===== config.mk =====
export PLATFORM = sky130hd
export DESIGN_NAME = rpa_ram
export DESIGN_NICKNAME = d
export VERILOG_FILES = /design/src/hw/rtl/rpa_ram.sv
export SDC_FILE = /design/constraint.sdc
export NUM_CORES = 1
export LEC_CHECK = 0
export BUFFER_PORTS_ARGS = -buffer_cell sky130_fd_sc_hd__buf_2
export CORE_ASPECT_RATIO = 0.8
export CORE_UTILIZATION = 43
export DETAILED_ROUTE_END_ITERATION = 16
export PLACE_DENSITY = 0.61
export SLEW_MARGIN = 20
export SYNTH_ARGS = -nofsm -noshare
export SYNTH_HDL_FRONTEND = slang
export SYNTH_SLANG_ARGS = --single-unit

===== constraint.sdc =====
create_clock -name clk_i -period 2.9 [get_ports clk_i]
set_input_delay 0.145 -clock clk_i [delete_from_list [all_inputs] [get_ports clk_i]]
set_output_delay 0.145 -clock clk_i [all_outputs]
set_load 0.02 [all_outputs]

===== src/hw/rtl/rpa_ram.sv =====
// simple dual-port synchronous ram, one write and one registered read port
// uses no package
module rpa_ram #(
  parameter int WIDTH = 8,
  parameter int DEPTH = 16,
  parameter int AW    = $clog2(DEPTH)
) (
  input  logic             clk_i,
  input  logic             we_i,
  input  logic [AW-1:0]    waddr_i,
  input  logic [WIDTH-1:0] wdata_i,
  input  logic [AW-1:0]    raddr_i,
  output logic [WIDTH-1:0] rdata_o
);

  logic [WIDTH-1:0] mem_q [DEPTH];

  // write port
  always_ff @(posedge clk_i) begin
    if (we_i) begin
      mem_q[waddr_i] <= wdata_i;
    end
  end

  // registered read port
  always_ff @(posedge clk_i) begin
    rdata_o <= mem_q[raddr_i];
  end

endmodule


After elaboration in Yosys (flattened, before gate mapping)
Memory sizes are Yosys's and may differ from the RTL's. A register that Yosys moved wholly into a read port is not among the register bits.
Cells that the tools add are included.
{"block": "totals", "reg_bits": 0, "ramBits": 128, "in_bits": 18, "n_memories": 1}
{"name": "mem_q", "words": 16, "width": 8, "read_ports": 1, "rd_clocked_by_memory_dff": 1, "wr": 1, "line_no": "16", "source": "logic [WIDTH-1:0] mem_q [DEPTH];"}
{"block": "op_classes", "n_mux": 2}
{"cell": "$mux 1", "count": 2}

Longest topological paths before layout
Gate-level depths: netlist of run 1.
{"block": "logic_depth", "word_depth": 2, "depth_mapped": 5}

Worst setup path before layout of run 1
Ideal clock, no wire load.
{"block": "synth_timing", "path_type": "input port to flip-flop", "start": "in waddr_i[2]", "end": "mem mem_q[0][0], enable pin", "setup_ns": 0.383, "t_arrival_ns": 1.255, "slack_ns": 1.262, "stages": 2, "n_path_buf": 0, "path_cell_list": "or3b_2 > nor3_1"}
{"element": "from (decl)", "line_no": "10", "source": "input logic [AW-1:0] waddr_i,"}
{"element": "to (decl)", "line_no": "16"}
Straight into the memory's write port.

==> results by group, run 1 <==
Detailed routing
  – DRC Markers: 0
  – Avg Vias per Cell: about 5.6
  – Post-route ant nets: 0
  – WL final: between 9000 and 10,000 µm
  – 1st-iter DRT viols: 190
  – Post-detailed-route wirelength per cell: 22.85 µm
  – DR vias: 2,416
  – Drt pass-1 iters: 4

Floorplanning
  – Initial Util: 0.4436
  – Die ar.: approximately 12,000 µm²
  – Core area: 11,600 µm²
  – Rows: 35
  – Top-Level Pins: 26
  – Die W: between 100 and 150 µm
  – Die H: 99.86 µm

Critical path
  – Max FO, Critical Path: 1
  – R2R setup slack: 1.59 ns
  – CP arrival: 1.61 ns
  – CP Capture Point: rdata_o[0]
  – CP required: roughly 3.2 ns
  – Worst setup path startpoint: mem_q[1][0]
  – R2R Path End: rdata_o[0]
  – RR Startpoint: mem_q[1][0]
  – Crit start category: register
  – CP endpoint kind: register
  – Reg2Reg Depth: 3
  – Critical path class: reg2reg

Timing
  – Slew HR: 0.3910
  – Fin Setup TNS: 0 ns
  – Minimum clock period: 1.315 ns
  – RSZ-0062 raised after global routing: false
  – Worst Tran Pin Value: between 0.9 and 1 ns
  – WHS: about 0.11 ns
  – Finish-stage setup viols: 0
  – Hold Violations, Final: 0
  – F_max: 760.7 MHz
  – Final worst path period share: 0.4533
  – Clk_skew: around 0.007 ns
  – Slew Limit Fails: 0

Finish
  – Layout fillers: 917
  – Fin util: 0.5233
  – Nets@finish: 291
  – Final Instance Count excl. Fillers: 432
  – P&R area growth vs syn: 17.99%
  – Layout cell share with drive strength beyond 1: 0.2782
  – # diodes: 0

CTS
  – H-tree depth: 4
  – Worst-skew pair later-pin latency: ~0.4 ns
  – CTS tree: built
  – Post-CTS Hold Fix Bufs: 0
  – CTS Sinks: 136
  – Clk slew on worst S/H paths: ~0.060 ns
  – Clock Tree Root: clkbuf_16
  – CTS resizes: 0
  – CTS Buffer Depth: 2
  – Setup Fix Bufs, Post-CTS: 0
  – Inserted Clock Buffers: 17

Synthesis
  – Post-synth top flop: edfxtp_1
  – Top-count cell post-synth: edfxtp_1
  – Synthesized area per cell: 22.48 µm²
  – EDFF count, synth: 128
  – Synth warnings: 0
  – FFs w/ async S/R, synth: 0
  – Post-Syn Area: 5147 µm²
  – Post-synthesis mux area share: 0.1502
  – Xor and xnor area share after synthesis: 0
  – Top post-synthesis cells by area: edfxtp_1 75%, mux4_2 7.9%, mux4_1 7.1%, dfxtp_1 3.1%, a22oi_1 2.3%
  – Syn Nets: approximately 250
  – Post-synthesis adder-cell area fraction: 0
  – Sequential-to-total area share from yosys stat: 0.7778
  – Synth Area in Compound Gates: 0.02333
  – Post-Synth Simple-Gate Area: 0.03184
  – Flop and latch count out of synthesis: about 140
  – Yosys top cell by area: edfxtp_1
  – Synth cell count leaders: 128 x edfxtp_1, 18 x mux4_2, 16 x a22oi_1
  – Syn Inst Count: about 230
  – Count of cell types in the netlist: 19
  – Largest family of logic cells by synthesized area: multiplexers
  – Top cell type's share of synthesized area: 0.7467

Run
  – Maxcap violations: 0

Placement
  – Placer Congestion: 0.7262
  – Hpwl dp: 6306 µm
  – DP Cell Count: roughly 400
  – IO Port Bufs: 25

Pwr
  – Pwr/cell area: 768.3 nW/µm²
  – Leak: 2.042 nW
  – Worst IR drop on VDD: 0.4046 mV
  – Pwr Total: 4.666 mW

GRT
  – GRT Total Usage: 0.1726
  – Via count of the first global-routing pass: 2,496
  – Antenna violations before repair: 0
  – Grt total ovfl: 0
  – First-pass GRT wire length: approximately 15,000 µm
  – Largest net degree at the start of global routing: 23

Min path
  – Hold/Removal Path Class: in2reg
  – Min-delay src: wdata_i[5]

Run status
  – Status: finished, final reports clean
-- cells in the final DEF, fill, tap and decap left out, types with 3 or more instances in the layout --
cell type,netlist,layout
dfxtp_1,8,8
nand2_1,9,9
mux4_1,14,14
mux4_2,18,18
edfxtp_1,128,128
clkbuf_1,0,3
clkbuf_16,0,17
a22oi_1,16,16
nor3_1,4,4
buf_4,1,9
bufinv_16,0,5
buf_2,3,25
nor2_1,13,13
-- metrics by stage --
step	worst slack [ns]	cell area [µm²]
finish	1.585	6073
global route	1.478	6073
CTS	1.557	6073
detailed placement	1.133	5459
global placement	1.145	5459
floorplan	1.262	5147
-- cell families after synthesis --
family,after synthesis
flops,136
simple gates,35
mux,32
compound gates,16
buf+inv,10
-- sequential cells by signal, summed over array words and instances (netlist names) --
| register | cells |
|---|---|
| mem_q | 128 |
| rdata_o | 8 |
-- how the worst min path moves through the flow --
stage	cells after the start	endpoint	slack [ns]
after global placement	1	mem_q[6][5]	0.53
after detailed placement	1	mem_q[7][5]	0.54
after floorplan	0	mem_q[0][0]	0.24
after CTS	1	mem_q[2][5]	0.10
final	1	mem_q[7][5]	0.11
after global routing	1	mem_q[7][5]	0.10
-- layer usage --
layer / wire (µm) / global-route usage
met1: 4691 / 0.2448
met2: 4421 / 0.2473
met3: 637 / 0.05970
met4: 121 / 0.06487
met5: 0 / 0
-- final cells by class --
type	count	area [µm²]	share of cell area
clock buffers	20	436.7	0.07190
clock inverters	10	177.7	0.02925
multi-input cells	83	1057	0.1741
flip-flops and latches	136	4004	0.6593
well taps	148	185.2	0.03049
repair buffers	35	212.7	0.03502
-- critical path: stages, from the launching register on --
cell and delay (ns):
edfxtp_1 0.34, mux4_1 0.52, a22oi_1 0.26, nand2_1 0.08
-- power breakdown --
part,switching (mW),internal [mW],leakage [nW]
Combinational,0.124,0.0842,0.527
Sequential,0.0147,2.20,1.22
Clock,0.737,1.51,0.291
Total,0.877,3.79,2.04
No activity file was read; power rests on OpenSTA's default activity.
==> inputs of run 2 (changes only) <==
ABC_AREA = 1   (was not set)
clock period = 1.3 ns   (was 2.9 ns; I/O delays follow)
==> run 2 against run 1 <==
Compared with the run above:
- worst setup slack worse by 1.3 ns
- fmax increased by 24%
- area after synthesis increased by 12%
- register-to-register slack lost 1.3 ns
- wire length increased by 36%
- largest cell class unchanged
==> results by group, run 2 <==
Critical path
  – Worst setup path startpoint: mem_q[9][1]
  – R2R setup slack: 0.24 ns (-1.35 ns)
  – Slowest-stage cell, CP: edfxtp_1
  – CP required: 1.59 ns (-1.60 ns)
  – Critical path's largest stage delay: 0.37 ns (-0.15 ns)
  – CP endpoint kind: register
  – Reg2Reg Depth: 6 (+3)
  – Most Frequent Cell on Critical Path: nand3_1
  – Crit start category: register
  – Critical Path, Cell by Cell: inv_1, nand2_1, nand3_1, nand3_1, nand3_1, nand2_1
  – Max FO, Critical Path: 1 (unchanged)
  – Critical path class: reg2reg
  – CP arrival: 1.35 ns (-0.26 ns)
  – RR Startpoint: mem_q[9][1]
  – R2R Path End: rdata_o[1]

Run
  – Maxcap violations: 0 (unchanged)

Placement
  – DP Cell Count: 752 (+87%)
  – Pre-CTS WS: 0.1293 ns (-1.004 ns)
  – IO Port Bufs: 25 (unchanged)
  – Placer Congestion: 0.8142 (+12%)
  – Hpwl dp: 8277 µm (+31%)

Min path
  – Hold/Removal Path Class: in2reg
  – Min-delay src: raddr_i[3]
  – Worst Hold Path EP: rdata_o[3]
  – Worst hold stages: 3 (+2)

Finish
  – Nets@finish: 614 (+110%)
  – # diodes: 0 (unchanged)
  – Max reg flops: 128 (unchanged)
  – Commonest cells after routing, fill and taps aside: 173 x nand2_1, 128 x edfxtp_1, 100 x inv_1
  – Most common cell after layout, fill and taps aside: nand2_1
  – Final Instance Count excl. Fillers: 781 (+81%)
  – Layout cell share with drive strength beyond 1: 0.1188 (-0.1594)
  – Top flop regs: mem_q: 128 flops, rdata_o: 8 flops
  – P&R area growth vs syn: 15.43%
  – Largest Register: mem_q

Pwr
  – Pwr/cell area: 1436 nW/µm² (+87%)
  – Worst IR drop on VDD: 0.9179 mV (+130%)
  – Leak: 2.897 nW (+42%)

Synthesis
  – Post-Syn Area: 5767 µm² (+12%)
  – Top post-synthesis cells by area: edfxtp_1 67%, nand2_1 11%, nand3_1 8.4%, inv_1 6.5%, dfxtp_1 2.8%
  – Synthesized area per cell: 10.47 µm² (-53%)
  – Syn Inst Count: 551 (+140%)
  – Synth warnings: 0 (unchanged)
  – Sequential-to-total area share from yosys stat: 0.6943 (-0.08354)
  – FFs w/ async S/R, synth: 0 (unchanged)
  – Syn Nets: 569 (+130%)
  – Flop and latch count out of synthesis: 136 (unchanged)
  – Yosys top cell by area: edfxtp_1
  – Synth cell count leaders: 173 x nand2_1, 128 x edfxtp_1, 100 x inv_1
  – Count of cell types in the netlist: 12 (-7)
  – Post-synth top flop: edfxtp_1
  – EDFF count, synth: 128 (unchanged)
  – Top-count cell post-synth: nand2_1
  – Top cell type's share of synthesized area: 0.6665 (-0.08020)

Floorplanning
  – Rows: 37 (+5.7%)
  – Top-Level Pins: 26 (unchanged)
  – Die H: 105.6 µm (+5.7%)
  – Core area: 12,960 µm² (+12%)
  – Die ar.: 13,880 µm² (+12%)
  – Die W: 131.5 µm (+5.8%)
  – Initial Util: 0.4449 (+0.001326)

Timing
  – Slew Limit Fails: 0 (unchanged)
  – Finish-stage setup viols: 0 (unchanged)
  – Final worst path period share: 0.8162 (+0.3629)
  – Minimum clock period: 1.061 ns (-0.2536 ns)
  – Fin Setup TNS: 0 ns (unchanged)
  – Hold Violations, Final: 0 (unchanged)
  – Clk_skew: 0.006099 ns (-0.0007403 ns)
  – RSZ-0062 raised after global routing: false
  – Worst Tran Pin Value: 0.4375 ns (-0.4726 ns)
  – F_max: 942.5 MHz (+24%)
  – Slew HR: 0.7083 (+0.3173)
  – Setup ws final: 0.2390 ns (-1.346 ns)
  – WHS: 0.02066 ns (-0.08919 ns)

Detailed routing
  – Drt pass-1 iters: 4 (unchanged)
  – Post-detailed-route wirelength per cell: 17.17 µm (-25%)
  – Avg Vias per Cell: 4.968 (-11%)
  – Post-route ant nets: 0 (unchanged)
  – DR vias: 3,880 (+61%)
  – 1st-iter DRT viols: 322 (+69%)
  – WL final: 13,410 µm (+36%)
  – DRC Markers: 0 (unchanged)

GRT
  – Antenna violations before repair: 0 (unchanged)
  – GRT Total Usage: 0.2100 (+0.03737)
  – Via count of the first global-routing pass: 3,678 (+47%)
  – Grt total ovfl: 0 (unchanged)
  – Largest net degree at the start of global routing: 42 (+83%)
  – First-pass GRT wire length: 21,060 µm (+41%)

CTS
  – Clock Tree Root: clkbuf_16
  – Post-CTS Hold Fix Bufs: 0 (unchanged)
  – CTS resizes: 0 (unchanged)
  – Inserted Clock Buffers: 17 (unchanged)
  – Clk slew on worst S/H paths: 0.05 ns (about the same)
  – H-tree depth: 4 (unchanged)
  – CTS Buffer Depth: 2 (unchanged)
  – Worst-skew pair later-pin latency: 0.41 ns (about the same)
  – Setup Fix Bufs, Post-CTS: 0 (unchanged)
  – CTS tree: built
  – CTS Sinks: 136 (unchanged)

Run status
  – Status: finished, final reports clean
-- run 2: cell types whose count changed in the layout (fill, tap and decap cells not counted), sizes merged, moves of 5 or more --
cell	change
nand2	+164
inv	+102
nand3	+96
mux4	-32
a22oi	-16
buf	+15
clkinv	+6
bufinv	-5
-- run 2: logic make-up after synthesis --
family        count (synthesis)  synth area share
buf+inv                     126           0.09525
flops                       136            0.6943
simple gates                289            0.2105
-- run 2: how the worst max path moves through the flow --
stage	end	slack, ns	cells past startpoint
3_5_place_dp	rdata_o[1]	0.13	7
3_3_place_gp	rdata_o[5]	0.14	7
2_1_floorplan	mem_q[10][0]	0.28	2
6_report	rdata_o[1]	0.24	6
5_1_grt	rdata_o[5]	0.16	6
4_1_cts	rdata_o[4]	0.25	6
-- run 2: stage by stage --
| step | utilization | power [mW] | instance area, µm² |
|---|---|---|---|
| finish | 0.5135 | 9.556 | 6656 |
| global route | 0.5135 | 9.871 | 6656 |
| CTS | 0.5135 | 9.600 | 6656 |
| detailed placement | 0.4769 | 5.684 | 6182 |
| global placement | 0.4769 | 5.673 | 6182 |
| floorplan | - | 5.398 | 5767 |
-- run 2: layout make-up --
cell class | count | area (µm²)
timing repair buffer | 50 | 362.8
inverter | 102 | 382.9
clock inverter | 9 | 37.54
tap | 175 | 219.0
multi-input combinational | 289 | 1214
fill | 1176 | 6306
sequential | 136 | 4004
clock buffer | 20 | 436.7
-- run 2: worst max-delay path, delay by kind of cell (launching register included) --
family	cells	cell delay (ns)
buffers and inverters	1	0.06
flip-flops	1	0.37
AND/OR/NAND/NOR	5	0.50
-- run 2: routing by layer --
layer,track usage,wire [µm]
met1,0.3167,6685
met2,0.3042,5787
met3,0.03944,816
met4,0.06728,123
met5,0,0
-- run 2: where the power goes --
part	leakage [nW]	internal (mW)	switching [mW]	total [mW]
logic	1.44	0.196	0.467	0.663
clock network	0.234	2.34	1.61	3.96
registers	1.22	4.91	0.0280	4.93
total	2.90	7.45	2.11	9.56
