**src/hw/rtl/rpa_pkg.sv**
```systemverilog
// shared constants, codes and types of the refcounted page allocator
// no dependencies; imported by every module of the block but rpa_ram
package rpa_pkg;

  localparam int MaxPages        = 1024;
  localparam int PageW           = 10;
  localparam int DepthW          = 11;
  localparam int KindW           = 3;
  localparam int PageIdW         = 11;
  localparam int CountW          = 7;
  localparam int HashW           = 64;
  localparam int MaxBatchDefault = 64;
  localparam int RefBitsDefault  = 16;

  // operation codes
  typedef enum logic [KindW-1:0] {
    KindAlloc   = 3'd0,
    KindFree    = 3'd1,
    KindAddRef  = 3'd2,
    KindSetHash = 3'd3,
    KindLookup  = 3'd4,
    KindDefrag  = 3'd5
  } kind_e;

  // result status codes
  typedef enum logic [1:0] {
    StatOk       = 2'd0,
    StatNoSpace  = 2'd1,
    StatNotFound = 2'd2,
    StatIgnored  = 2'd3
  } status_e;

  // one result word from the controller
  typedef struct packed {
    status_e            status;
    logic [PageW-1:0]   page;
    logic               last;
    logic [DepthW-1:0]  free_pages;
  } res_t;

endpackage

```
**src/hw/rtl/rpa_ctrl.sv**
```systemverilog
// operation sequencer: read-modify-write of page and stack memories, sweeps
// depends on rpa_pkg; drives two rpa_ram instances held by the top level
module rpa_ctrl import rpa_pkg::*; #(
  parameter int REF_BITS  = RefBitsDefault,
  parameter int MAX_BATCH = MaxBatchDefault,
  parameter int PG_W      = 2 + REF_BITS + HashW
) (
  input  logic               clk_i,
  input  logic               rst_ni,
  input  logic               in_valid_i,
  output logic               in_ready_o,
  input  logic [KindW-1:0]   in_kind_i,
  input  logic [PageIdW-1:0] in_page_id_i,
  input  logic [CountW-1:0]  in_count_i,
  input  logic [HashW-1:0]   in_hash_i,
  output logic               res_valid_o,
  output res_t               res_o,
  input  logic               res_ready_i,
  output logic               pg_we_o,
  output logic [PageW-1:0]   pg_waddr_o,
  output logic [PG_W-1:0]    pg_wdata_o,
  output logic [PageW-1:0]   pg_raddr_o,
  input  logic [PG_W-1:0]    pg_rdata_i,
  output logic               st_we_o,
  output logic [PageW-1:0]   st_waddr_o,
  output logic [PageW-1:0]   st_wdata_o,
  output logic [PageW-1:0]   st_raddr_o,
  input  logic [PageW-1:0]   st_rdata_i
);

  localparam logic [REF_BITS-1:0] RefMax  = '1;
  localparam logic [REF_BITS-1:0] RefOne  = REF_BITS'(1);
  localparam logic [PageW-1:0]    LastPg  = PageW'(MaxPages - 1);

  typedef enum logic [3:0] {
    StClear, StIdle, StDispatch, StAllocRd, StAllocWr, StPageOp,
    StSetSweep, StSetFin, StLook, StDefrag, StEmit
  } state_e;

  function automatic logic [PG_W-1:0] pg_pack(input logic a, input logic x,
      input logic [REF_BITS-1:0] r, input logic [HashW-1:0] h);
    pg_pack = {a, x, r, h};
  endfunction

  state_e               state_q, state_d;
  logic [DepthW-1:0]    depth_q, depth_d;
  logic [DepthW-1:0]    dcnt_q, dcnt_d;
  logic [CountW-1:0]    i_q, i_d;
  logic [PageW-1:0]     clr_q, clr_d;
  logic                 sw_issue_q, sw_issue_d;
  logic                 sw_ev_q, sw_ev_d;
  logic [KindW-1:0]     kind_q, kind_d;
  logic [PageIdW-1:0]   pid_q, pid_d;
  logic [CountW-1:0]    cnt_q, cnt_d;
  logic [HashW-1:0]     key_q, key_d;
  logic [REF_BITS-1:0]  refs_q, refs_d;
  logic [PageW-1:0]     sw_addr_q, sw_addr_d;
  logic [PageW-1:0]     ev_addr_q, ev_addr_d;
  res_t                 res_q, res_d;

  // fields of the page word just read
  logic                r_alloc, r_idx;
  logic [REF_BITS-1:0] r_refs, r_inc, r_dec;
  logic [HashW-1:0]    r_hash;
  logic                r_hit;
  logic [PageW-1:0]    sw_end, pid_pg;
  logic                sw_last;

  assign r_alloc = pg_rdata_i[PG_W-1];
  assign r_idx   = pg_rdata_i[PG_W-2];
  assign r_refs  = pg_rdata_i[HashW +: REF_BITS];
  assign r_hash  = pg_rdata_i[HashW-1:0];
  assign r_inc   = (r_refs == RefMax) ? r_refs : r_refs + RefOne;
  assign r_dec   = (r_refs != '0) ? r_refs - RefOne : r_refs;
  assign r_hit   = r_idx && (r_hash == key_q);
  assign pid_pg  = pid_q[PageW-1:0];
  assign sw_end  = (state_q == StDefrag) ? '0 : LastPg;
  assign sw_last = sw_ev_q && (ev_addr_q == sw_end);

  assign in_ready_o  = (state_q == StIdle);
  assign res_valid_o = (state_q == StEmit);
  always_comb begin
    res_o            = res_q;
    res_o.free_pages = depth_q;
  end

  // next-state and memory access logic
  always_comb begin
    state_d    = state_q;
    depth_d    = depth_q;
    dcnt_d     = dcnt_q;
    i_d        = i_q;
    clr_d      = clr_q;
    sw_issue_d = sw_issue_q;
    sw_ev_d    = sw_ev_q;
    kind_d     = kind_q;
    pid_d      = pid_q;
    cnt_d      = cnt_q;
    key_d      = key_q;
    refs_d     = refs_q;
    sw_addr_d  = sw_addr_q;
    ev_addr_d  = ev_addr_q;
    res_d      = res_q;
    pg_we_o    = 1'b0;
    pg_waddr_o = '0;
    pg_wdata_o = '0;
    pg_raddr_o = sw_addr_q;
    st_we_o    = 1'b0;
    st_waddr_o = '0;
    st_wdata_o = '0;
    st_raddr_o = '0;

    // shared sweep address pipeline: issue one read, evaluate the previous
    if (state_q == StSetSweep || state_q == StLook || state_q == StDefrag) begin
      if (sw_issue_q) begin
        ev_addr_d = sw_addr_q;
        sw_ev_d   = 1'b1;
        if (sw_addr_q == sw_end) begin
          sw_issue_d = 1'b0;
        end else if (state_q == StDefrag) begin
          sw_addr_d = sw_addr_q - 1'b1;
        end else begin
          sw_addr_d = sw_addr_q + 1'b1;
        end
      end else begin
        sw_ev_d = 1'b0;
      end
    end

    unique case (state_q)
      StClear: begin
        pg_we_o    = 1'b1;
        pg_waddr_o = clr_q;
        st_we_o    = 1'b1;
        st_waddr_o = clr_q;
        st_wdata_o = ~clr_q;
        clr_d      = clr_q + 1'b1;
        if (clr_q == LastPg) state_d = StIdle;
      end
      StIdle: begin
        if (in_valid_i) begin
          kind_d  = in_kind_i;
          pid_d   = in_page_id_i;
          cnt_d   = in_count_i;
          key_d   = in_hash_i;
          state_d = StDispatch;
        end
      end
      StDispatch: begin
        state_d   = StEmit;
        res_d     = '0;
        res_d.last = 1'b1;
        unique case (kind_q)
          KindAlloc: begin
            if (cnt_q == '0) begin
              res_d.status = StatOk;
            end else if (cnt_q > CountW'(MAX_BATCH)) begin
              res_d.status = StatIgnored;
            end else if (depth_q < DepthW'(cnt_q)) begin
              res_d.status = StatNoSpace;
            end else begin
              i_d     = '0;
              state_d = StAllocRd;
            end
          end
          KindFree, KindAddRef, KindSetHash: begin
            if (pid_q[PageIdW-1]) begin
              res_d.status = StatIgnored;
            end else begin
              pg_raddr_o = pid_pg;
              state_d    = StPageOp;
            end
          end
          KindLookup: begin
            if (key_q == '0) begin
              res_d.status = StatNotFound;
            end else begin
              sw_addr_d  = '0;
              sw_issue_d = 1'b1;
              sw_ev_d    = 1'b0;
              state_d    = StLook;
            end
          end
          KindDefrag: begin
            sw_addr_d  = LastPg;
            sw_issue_d = 1'b1;
            sw_ev_d    = 1'b0;
            dcnt_d     = '0;
            state_d    = StDefrag;
          end
          default: res_d.status = StatIgnored;
        endcase
      end
      StAllocRd: begin
        depth_d    = depth_q - 1'b1;
        st_raddr_o = depth_d[PageW-1:0];
        state_d    = StAllocWr;
      end
      StAllocWr: begin
        pg_we_o      = 1'b1;
        pg_waddr_o   = st_rdata_i;
        pg_wdata_o   = pg_pack(1'b1, 1'b0, RefOne, '0);
        i_d          = i_q + 1'b1;
        res_d.status = StatOk;
        res_d.page   = st_rdata_i;
        res_d.last   = (i_d == cnt_q);
        state_d      = StEmit;
      end
      StPageOp: begin
        state_d = StEmit;
        if (!r_alloc) begin
          res_d.status = StatIgnored;
        end else begin
          res_d.status = StatOk;
          pg_we_o      = 1'b1;
          pg_waddr_o   = pid_pg;
          unique case (kind_q)
            KindFree: begin
              if (r_dec == '0) begin
                pg_wdata_o = '0;
                if (depth_q < DepthW'(MaxPages)) begin
                  st_we_o    = 1'b1;
                  st_waddr_o = depth_q[PageW-1:0];
                  st_wdata_o = pid_pg;
                  depth_d    = depth_q + 1'b1;
                end
              end else begin
                pg_wdata_o = pg_pack(1'b1, r_idx, r_dec, r_hash);
              end
            end
            KindAddRef: pg_wdata_o = pg_pack(1'b1, r_idx, r_inc, r_hash);
            default: begin
              // set prefix hash: drop own flag, nonzero: clear other holders
              pg_wdata_o = pg_pack(1'b1, 1'b0, r_refs, key_q);
              refs_d     = r_refs;
              if (key_q != '0) begin
                sw_addr_d  = '0;
                sw_issue_d = 1'b1;
                sw_ev_d    = 1'b0;
                state_d    = StSetSweep;
              end
            end
          endcase
        end
      end
      StSetSweep: begin
        if (sw_ev_q && (ev_addr_q != pid_pg) && r_hit) begin
          pg_we_o    = 1'b1;
          pg_waddr_o = ev_addr_q;
          pg_wdata_o = pg_pack(r_alloc, 1'b0, r_refs, r_hash);
        end
        if (sw_last) state_d = StSetFin;
      end
      StSetFin: begin
        pg_we_o      = 1'b1;
        pg_waddr_o   = pid_pg;
        pg_wdata_o   = pg_pack(1'b1, 1'b1, refs_q, key_q);
        res_d.status = StatOk;
        state_d      = StEmit;
      end
      StLook: begin
        if (sw_ev_q && r_hit) begin
          pg_we_o    = 1'b1;
          pg_waddr_o = ev_addr_q;
          state_d    = StEmit;
          if (!r_alloc) begin
            // stale flag on a released page
            pg_wdata_o   = pg_pack(1'b0, 1'b0, r_refs, r_hash);
            res_d.status = StatNotFound;
          end else begin
            pg_wdata_o   = pg_pack(1'b1, 1'b1, r_inc, r_hash);
            res_d.status = StatOk;
            res_d.page   = ev_addr_q;
          end
        end else if (sw_last) begin
          res_d.status = StatNotFound;
          state_d      = StEmit;
        end
      end
      StDefrag: begin
        if (sw_ev_q && !r_alloc) begin
          st_we_o    = 1'b1;
          st_waddr_o = dcnt_q[PageW-1:0];
          st_wdata_o = ev_addr_q;
          dcnt_d     = dcnt_q + 1'b1;
        end
        if (sw_last) begin
          depth_d      = dcnt_d;
          res_d.status = StatOk;
          state_d      = StEmit;
        end
      end
      StEmit: begin
        if (res_ready_i) begin
          state_d = res_q.last ? StIdle : StAllocRd;
        end
      end
      default: state_d = StIdle;
    endcase
  end

  // control state
  always_ff @(posedge clk_i or negedge rst_ni) begin
    if (!rst_ni) begin
      state_q    <= StClear;
      depth_q    <= DepthW'(MaxPages);
      dcnt_q     <= '0;
      i_q        <= '0;
      clr_q      <= '0;
      sw_issue_q <= 1'b0;
      sw_ev_q    <= 1'b0;
    end else begin
      state_q    <= state_d;
      depth_q    <= depth_d;
      dcnt_q     <= dcnt_d;
      i_q        <= i_d;
      clr_q      <= clr_d;
      sw_issue_q <= sw_issue_d;
      sw_ev_q    <= sw_ev_d;
    end
  end

  // operand and result payload
  always_ff @(posedge clk_i) begin
    kind_q    <= kind_d;
    pid_q     <= pid_d;
    cnt_q     <= cnt_d;
    key_q     <= key_d;
    refs_q    <= refs_d;
    sw_addr_q <= sw_addr_d;
    ev_addr_q <= ev_addr_d;
    res_q     <= res_d;
  end

endmodule

```
**config.mk**
```make
export PLATFORM = sky130hd
export DESIGN_NAME = rpa_ctrl
export DESIGN_NICKNAME = d
export VERILOG_FILES = /design/src/hw/rtl/rpa_pkg.sv /design/src/hw/rtl/rpa_ctrl.sv
export SDC_FILE = /design/constraint.sdc
export NUM_CORES = 1
export LEC_CHECK = 0
export BUFFER_PORTS_ARGS = -buffer_cell sky130_fd_sc_hd__buf_2
export CORE_ASPECT_RATIO = 1.4
export CORE_MARGIN = 2
export CORE_UTILIZATION = 30
export DETAILED_ROUTE_END_ITERATION = 10
export PLACE_DENSITY = 0.54
export SYNTH_ARGS = -nofsm -noshare
export SYNTH_HDL_FRONTEND = slang
export SYNTH_SLANG_ARGS = --single-unit
```
**constraint.sdc**
```tcl
create_clock -name clk_i -period 3.7 [get_ports clk_i]
set_input_delay 0.555 -clock clk_i [delete_from_list [all_inputs] [get_ports clk_i]]
set_output_delay 0.555 -clock clk_i [all_outputs]
set_load 0.05 [all_outputs]
```
After elaboration in Yosys (flattened, before gate mapping)
Index checks and enable logic that the tools add are counted.
- logic and storage cells: 218
- output and inout port bits: 160
- bits in registers: 179
- multiplexer cells: 114
- equality and inequality tests: 39
- magnitude comparators: 3
- bitwise operators: 2
- $add $sub $neg: 9
- reductions and logical operators: 34
- operator list (operator ; count):
    82-bit 2-to-1 mux ; 5
    82-bit one-hot mux with 5 select lines ; 1
    10-bit 2-to-1 mux ; 28
    82-bit one-hot mux with 2 select lines ; 1
    10-bit one-hot mux with 3 select lines ; 3
    11-bit 2-to-1 mux ; 7
    64-bit equality test ; 1
    64-bit zero test ; 1
    64-bit nonzero test ; 1
    10-bit one-hot mux with 6 select lines ; 1
    4-bit 2-to-1 mux ; 13
    10-bit one-hot mux with 2 select lines ; 2
    4-bit one-hot mux with 10 select lines ; 1
    11-bit one-hot mux with 3 select lines ; 1
    16-bit 2-to-1 mux ; 2
    7-bit 2-to-1 mux ; 4
    11-bit by 1-bit adder with 11-bit output, second input constant ; 2
    1-bit 2-to-1 mux ; 22
    2-bit 2-to-1 mux ; 11
    2-bit != test, second input constant ; 11
    11-bit one-hot mux with 2 select lines ; 1
    10-bit by 1-bit adder with 10-bit output, second input constant ; 2
    10-bit equality test ; 2
    16-bit by 1-bit adder with 16-bit output, second input constant ; 1
    47 further kinds ; 77

Longest topological paths before layout
- depth after elaboration: 10
- depth in mapped cells: 15
- gate-level depth less buffers: 12

Worst setup path after synthesis
OpenSTA, ideal clock, no wires.
- kind: reg2reg
- start point: reg state_q[1]
- end point: reg cnt_q[0], enable pin
- stages on the path, launching flop included: 5
- buffers on the path: 1
- library setup time: 0.452 ns
- data required time: 3.248 ns
- data arrival time: 3.933 ns
- path slack: -0.685 ns
- cell sequence: dfrtp_1 clkbuf_1 nand2b_1 nor3_1 and2_1
- word-level cells in the longest chain between the ends: 2
- RTL lines (element ; RTL line ; source):
    start: declaration ; rpa_ctrl.sv:45 ; state_e state_q, state_d;
    start signal: assignment ; rpa_ctrl.sv:305 ; state_q <= StClear;
    start signal: assignment ; rpa_ctrl.sv:313 ; state_q <= state_d;
    4-bit by 1-bit equality test with 1-bit output ; -- ;
    named net in_ready_o ; rpa_ctrl.sv:11 ; output logic in_ready_o,
    2-bit AND reduction (no line) ; -- ;
    end signal: assignment ; rpa_ctrl.sv:327 ; cnt_q <= cnt_d;
    end: declaration ; rpa_ctrl.sv:54 ; logic [CountW-1:0] cnt_q, cnt_d;
The timed path passes the listed nets, and every way through them passes these cells.
A chain may end at the register's enable or synchronous reset.

Worst setup path after layout
- start point: in pg_rdata_i[70]
- end point: out pg_wdata_o[55]
- word-level cells in the longest chain between the ends: 7
- elaborated cells on any way between the ends: 8
- those cells by class: 1 x add/sub; 5 x mux; 2 x reduce/logical
- RTL lines (element ; RTL line ; source):
    start: declaration ; rpa_ctrl.sv:23 ; input logic [PG_W-1:0] pg_rdata_i,
    16-bit by 1-bit subtractor with 16-bit output or 16-bit nonzero test (tied branches) ; rpa_ctrl.sv:74 ; assign r_dec = (r_refs != '0) ? r_refs - RefOne : r_refs;
    16-bit 2-to-1 mux * ; rpa_ctrl.sv:74 ;
    16-bit zero test * ; rpa_ctrl.sv:219 ; if (r_dec == '0) begin
    82-bit 2-to-1 mux * ; rpa_ctrl.sv:219 ;
    82-bit one-hot mux with 2 select lines * ; rpa_ctrl.sv:217 ; unique case (kind_q)
    82-bit 2-to-1 mux * ; rpa_ctrl.sv:211 ; if (!r_alloc) begin
    82-bit one-hot mux with 5 select lines * ; rpa_ctrl.sv:130 ; unique case (state_q)
    end: declaration ; rpa_ctrl.sv:21 ; output logic [PG_W-1:0] pg_wdata_o,
Mark *: on every way between the ends. The rest lies on a longest branch, timed or not.

==> flow_summary.yaml <==
clock_tree:
  clock_latency_ps: 470
  cts.sinks: 179
  numCtsBuffers: 17
  cts_tree: "yes"
  cts_hold_buf: 0
  path_clk_slew_ps: 70
  cts_max_level: 4
  cts_buffer_depth: 2
  root_buffer: "clkbuf_16"
pwr:
  p_leak_nw: 7.45
  pwr_density_cell_nw_per_um2: 615
  ir_worst_vdd_v: 0.000527
  fin_total_pwr_w: 0.0109
global_routing:
  grt_pass1_vias: 12900
  busiest_layer: "met2"
  grt_max_degree: 45
  grt_pass1_wl_um: 78300
  grt.met2_usage: 0.429
  gr-usage-met3: 0.0466
  antenna_found_initial: 8
  overflow: 0
  grt_util_all_layers: 0.241
  grt_util_met1: 0.274
timing:
  fin_skew_ps: 19.3
  worst_pin_slew_ps: 1030
  relSlewSlack: 0.314
  maxSlewViolCount: 0
  fin_crit_ps: 4080
  fmax_mhz: 245
  period_share: 1.10
  fin_setup_tns_ps: -30480
  rsz0062_at_grt: "yes"
  hold_viol_final: 0
  setup_violations: 96
  setup_ws_ps: -381
layout:
  layout_commonest_cell: "buf_2"
  drive_above_1_share: 0.397
  layout_common_cells: "224 x buf_2, 134 x buf_4, 124 x nand2_1, 124 x edfxtp_1, 99 x buf_6"
  areaGrowthSynthToFinish_pct: 43.7
  multi_input_area_um2: 7350
  num-fill-cells: 4057
  layout.nets: 1948
  regArea_um2: 5050
drt:
  ant_nets: 0
  via_per_inst: 5.57
  drt_pass1_iterations: 5
  route.detailed.drc: 0
  routed-via-count: 12900
  drt-total-wl_um: 52700
  drtIter0Drc: 1041
  post_drt_wl_per_cell_um: 22.8
setup_path:
  endpoint_kind: "output port"
  critical-path-top-delay-family: "simple AND/OR/NAND/NOR gates"
  path_buf_inv: 5
  timing.critical_path.mode_cell: "buf_6"
  cp_slowest_cell: "or4_4"
  path_cells: "buf_2, or4_4, buf_6, nand2b_1, o21ai_0, and4b_1, nand4b_1, nor3_4, o31ai_4, buf_12, buf_4, a22o_2, buf_6"
  critPathArrivalTime_ps: 3530
  critical_path.max_fanout: 13
  path_class: "primary input to output port"
  slowest_delay_ps: 560
  worst_setup_path_start_kind: "primary input"
  cp.required_ps: 3140
synth:
  synth_warnings: 0
  synth_edf_count: 124
  synth_cell_types: 89
  syn-num-nets: 1525
  syn_area_per_cell_um2: 9.35
  netlist_area_um2: 12400
  ys.flop_type: "edfxtp_1"
  synth-async-reset-ratio: 0.251
  synth_cells: 1321
  yosysSeqAreaShare: 0.409
  synth_seq_cells: 179
job:
  max_cap_violations: 0
die:
  coreArea_um2: 41000
  die_h_um: 244
  die_area_um2: 42800
  ios: 341
  std_cell_rows: 88
  die_w_um: 176
  start_util: 0.302
placement:
  dpl.hpwl_um: 40800
  place.gp.congestion: 0.927
  port_buffers: 340
outcome:
  violations: "setup timing"
  outcome: "finished, violations left"
min_path:
  hold_path.class: "primary input to asynchronous set/reset pin"
cell families (layout without fill, tap and decap cells):
| logic type | count (synthesis) | count (layout) | share of synthesized area |
|---|---|---|---|
| flops | 179 | 179 | 0.409 |
| xor+xnor | 120 | 120 | 0.0851 |
| mux | 32 | 32 | 0.0287 |
| fa+ha+maj | 24 | 24 | 0.0247 |
| simple gates | 471 | 471 | 0.193 |
| compound gates | 375 | 375 | 0.221 |
| other cells | 0 | 8 | 0 |
| buf+inv | 120 | 556 | 0.0390 |
state kept, by name (all words and copies together), names as in the netlist:
register / cells
clr_q: 10
cnt_q: 7
dcnt_q: 11
depth_q: 11
ev_addr_q: 10
i_q: 7
key_q: 64
kind_q: 3
pid_q: 11
refs_q: 16
res_o: 13
state_q: 4
sw_addr_q: 10
sw_ev_q: 1
sw_issue_q: 1
power breakdown:
part	switching (W)	internal, W
Sequential	0.000652	0.00269
Clock	0.000915	0.00110
Combinational	0.00351	0.00206
Total	0.00507	0.00585
final timing paths:
| path | from | end | slack, ps | depth (start not counted) |
|---|---|---|---|---|
| max | pg_rdata_i[70] | pg_wdata_o[55] | -380 | 13 |
| min | rst_ni | clr_q[7] | 260 | 1 |
| max reg2reg | state_q[3] | sw_addr_q[9] | 640 | 12 |
| min reg2reg | i_q[6] | i_q[6] | 500 | 2 |
| max in group asynchronous | rst_ni | depth_q[10] | 2680 | 2 |
| min in group clk_i | in_hash_i[36] | key_q[36] | 260 | 1 |
per-stage QoR:
| stage | instance area [um^2] | utilization | setup WS (ps) | std cells | hold slack, ps |
|---|---|---|---|---|---|
| after floorplan | 12600 | - | -34.9 | 1321 | 259 |
| after global placement | 15900 | 0.387 | -456 | 2246 | 484 |
| after detailed placement | 15900 | 0.387 | -470 | 2246 | 489 |
| after CTS | 17400 | 0.425 | -404 | 2290 | 234 |
| after global routing | 17700 | 0.433 | -451 | 2301 | 236 |
| final | 17800 | 0.433 | -381 | 2305 | 258 |
cell usage after synthesis (all sizes together) (28+ instances only):
cell type | number | share of area
nand2 | 131 | 0.040
edfxtp | 124 | 0.30
nor2 | 97 | 0.029
o21ai | 88 | 0.036
a22o | 86 | 0.061
xor2 | 76 | 0.054
clkbuf | 73 | 0.022
nor4 | 47 | 0.024
dfrtp | 44 | 0.089
xnor2 | 44 | 0.031
a21oi | 41 | 0.017
nor3 | 37 | 0.015
nand3 | 33 | 0.013
inv | 31 | 0.0094
a21o | 28 | 0.017
final cells by class:
cell class              instances  area share
diodes                          8     0.00113
clock buffers                  17      0.0240
clock inverters                15      0.0121
inverters                      31     0.00817
multi-input cells            1022       0.414
flip-flops and latches        179       0.284
well taps                     540      0.0381
repair buffers                493       0.218
worst register-to-register path, cell delays in order (launching register included):
cell      delay (ps)
dfrtp_1          580
nand2b_1         120
or2_2            300
inv_1            250
ha_1             310
a21o_1           180
a21oi_1          260
o211ai_1         170
a41oi_1          270
xnor2_1          150
nand2_1           80
xor2_1           160
o21ai_0          140
metal layers:
metal | up-vias | wire, um
met4 | 2 | 2450
met3 | 118 | 2840
met2 | 509 | 27200
met5 | - | 13
li1 | 5885 | -
met1 | 6336 | 20100
what timing repair did:
| action | 4_1_cts | 5_1_grt |
|---|---|---|
| pin swaps | 26 | 13 |
| resized for setup | 246 | 62 |
| setup endpoints to repair | 114 | 113 |
| buffers inserted | 12 | 7 |
Note: power is estimated with default switching activity, not from simulation.
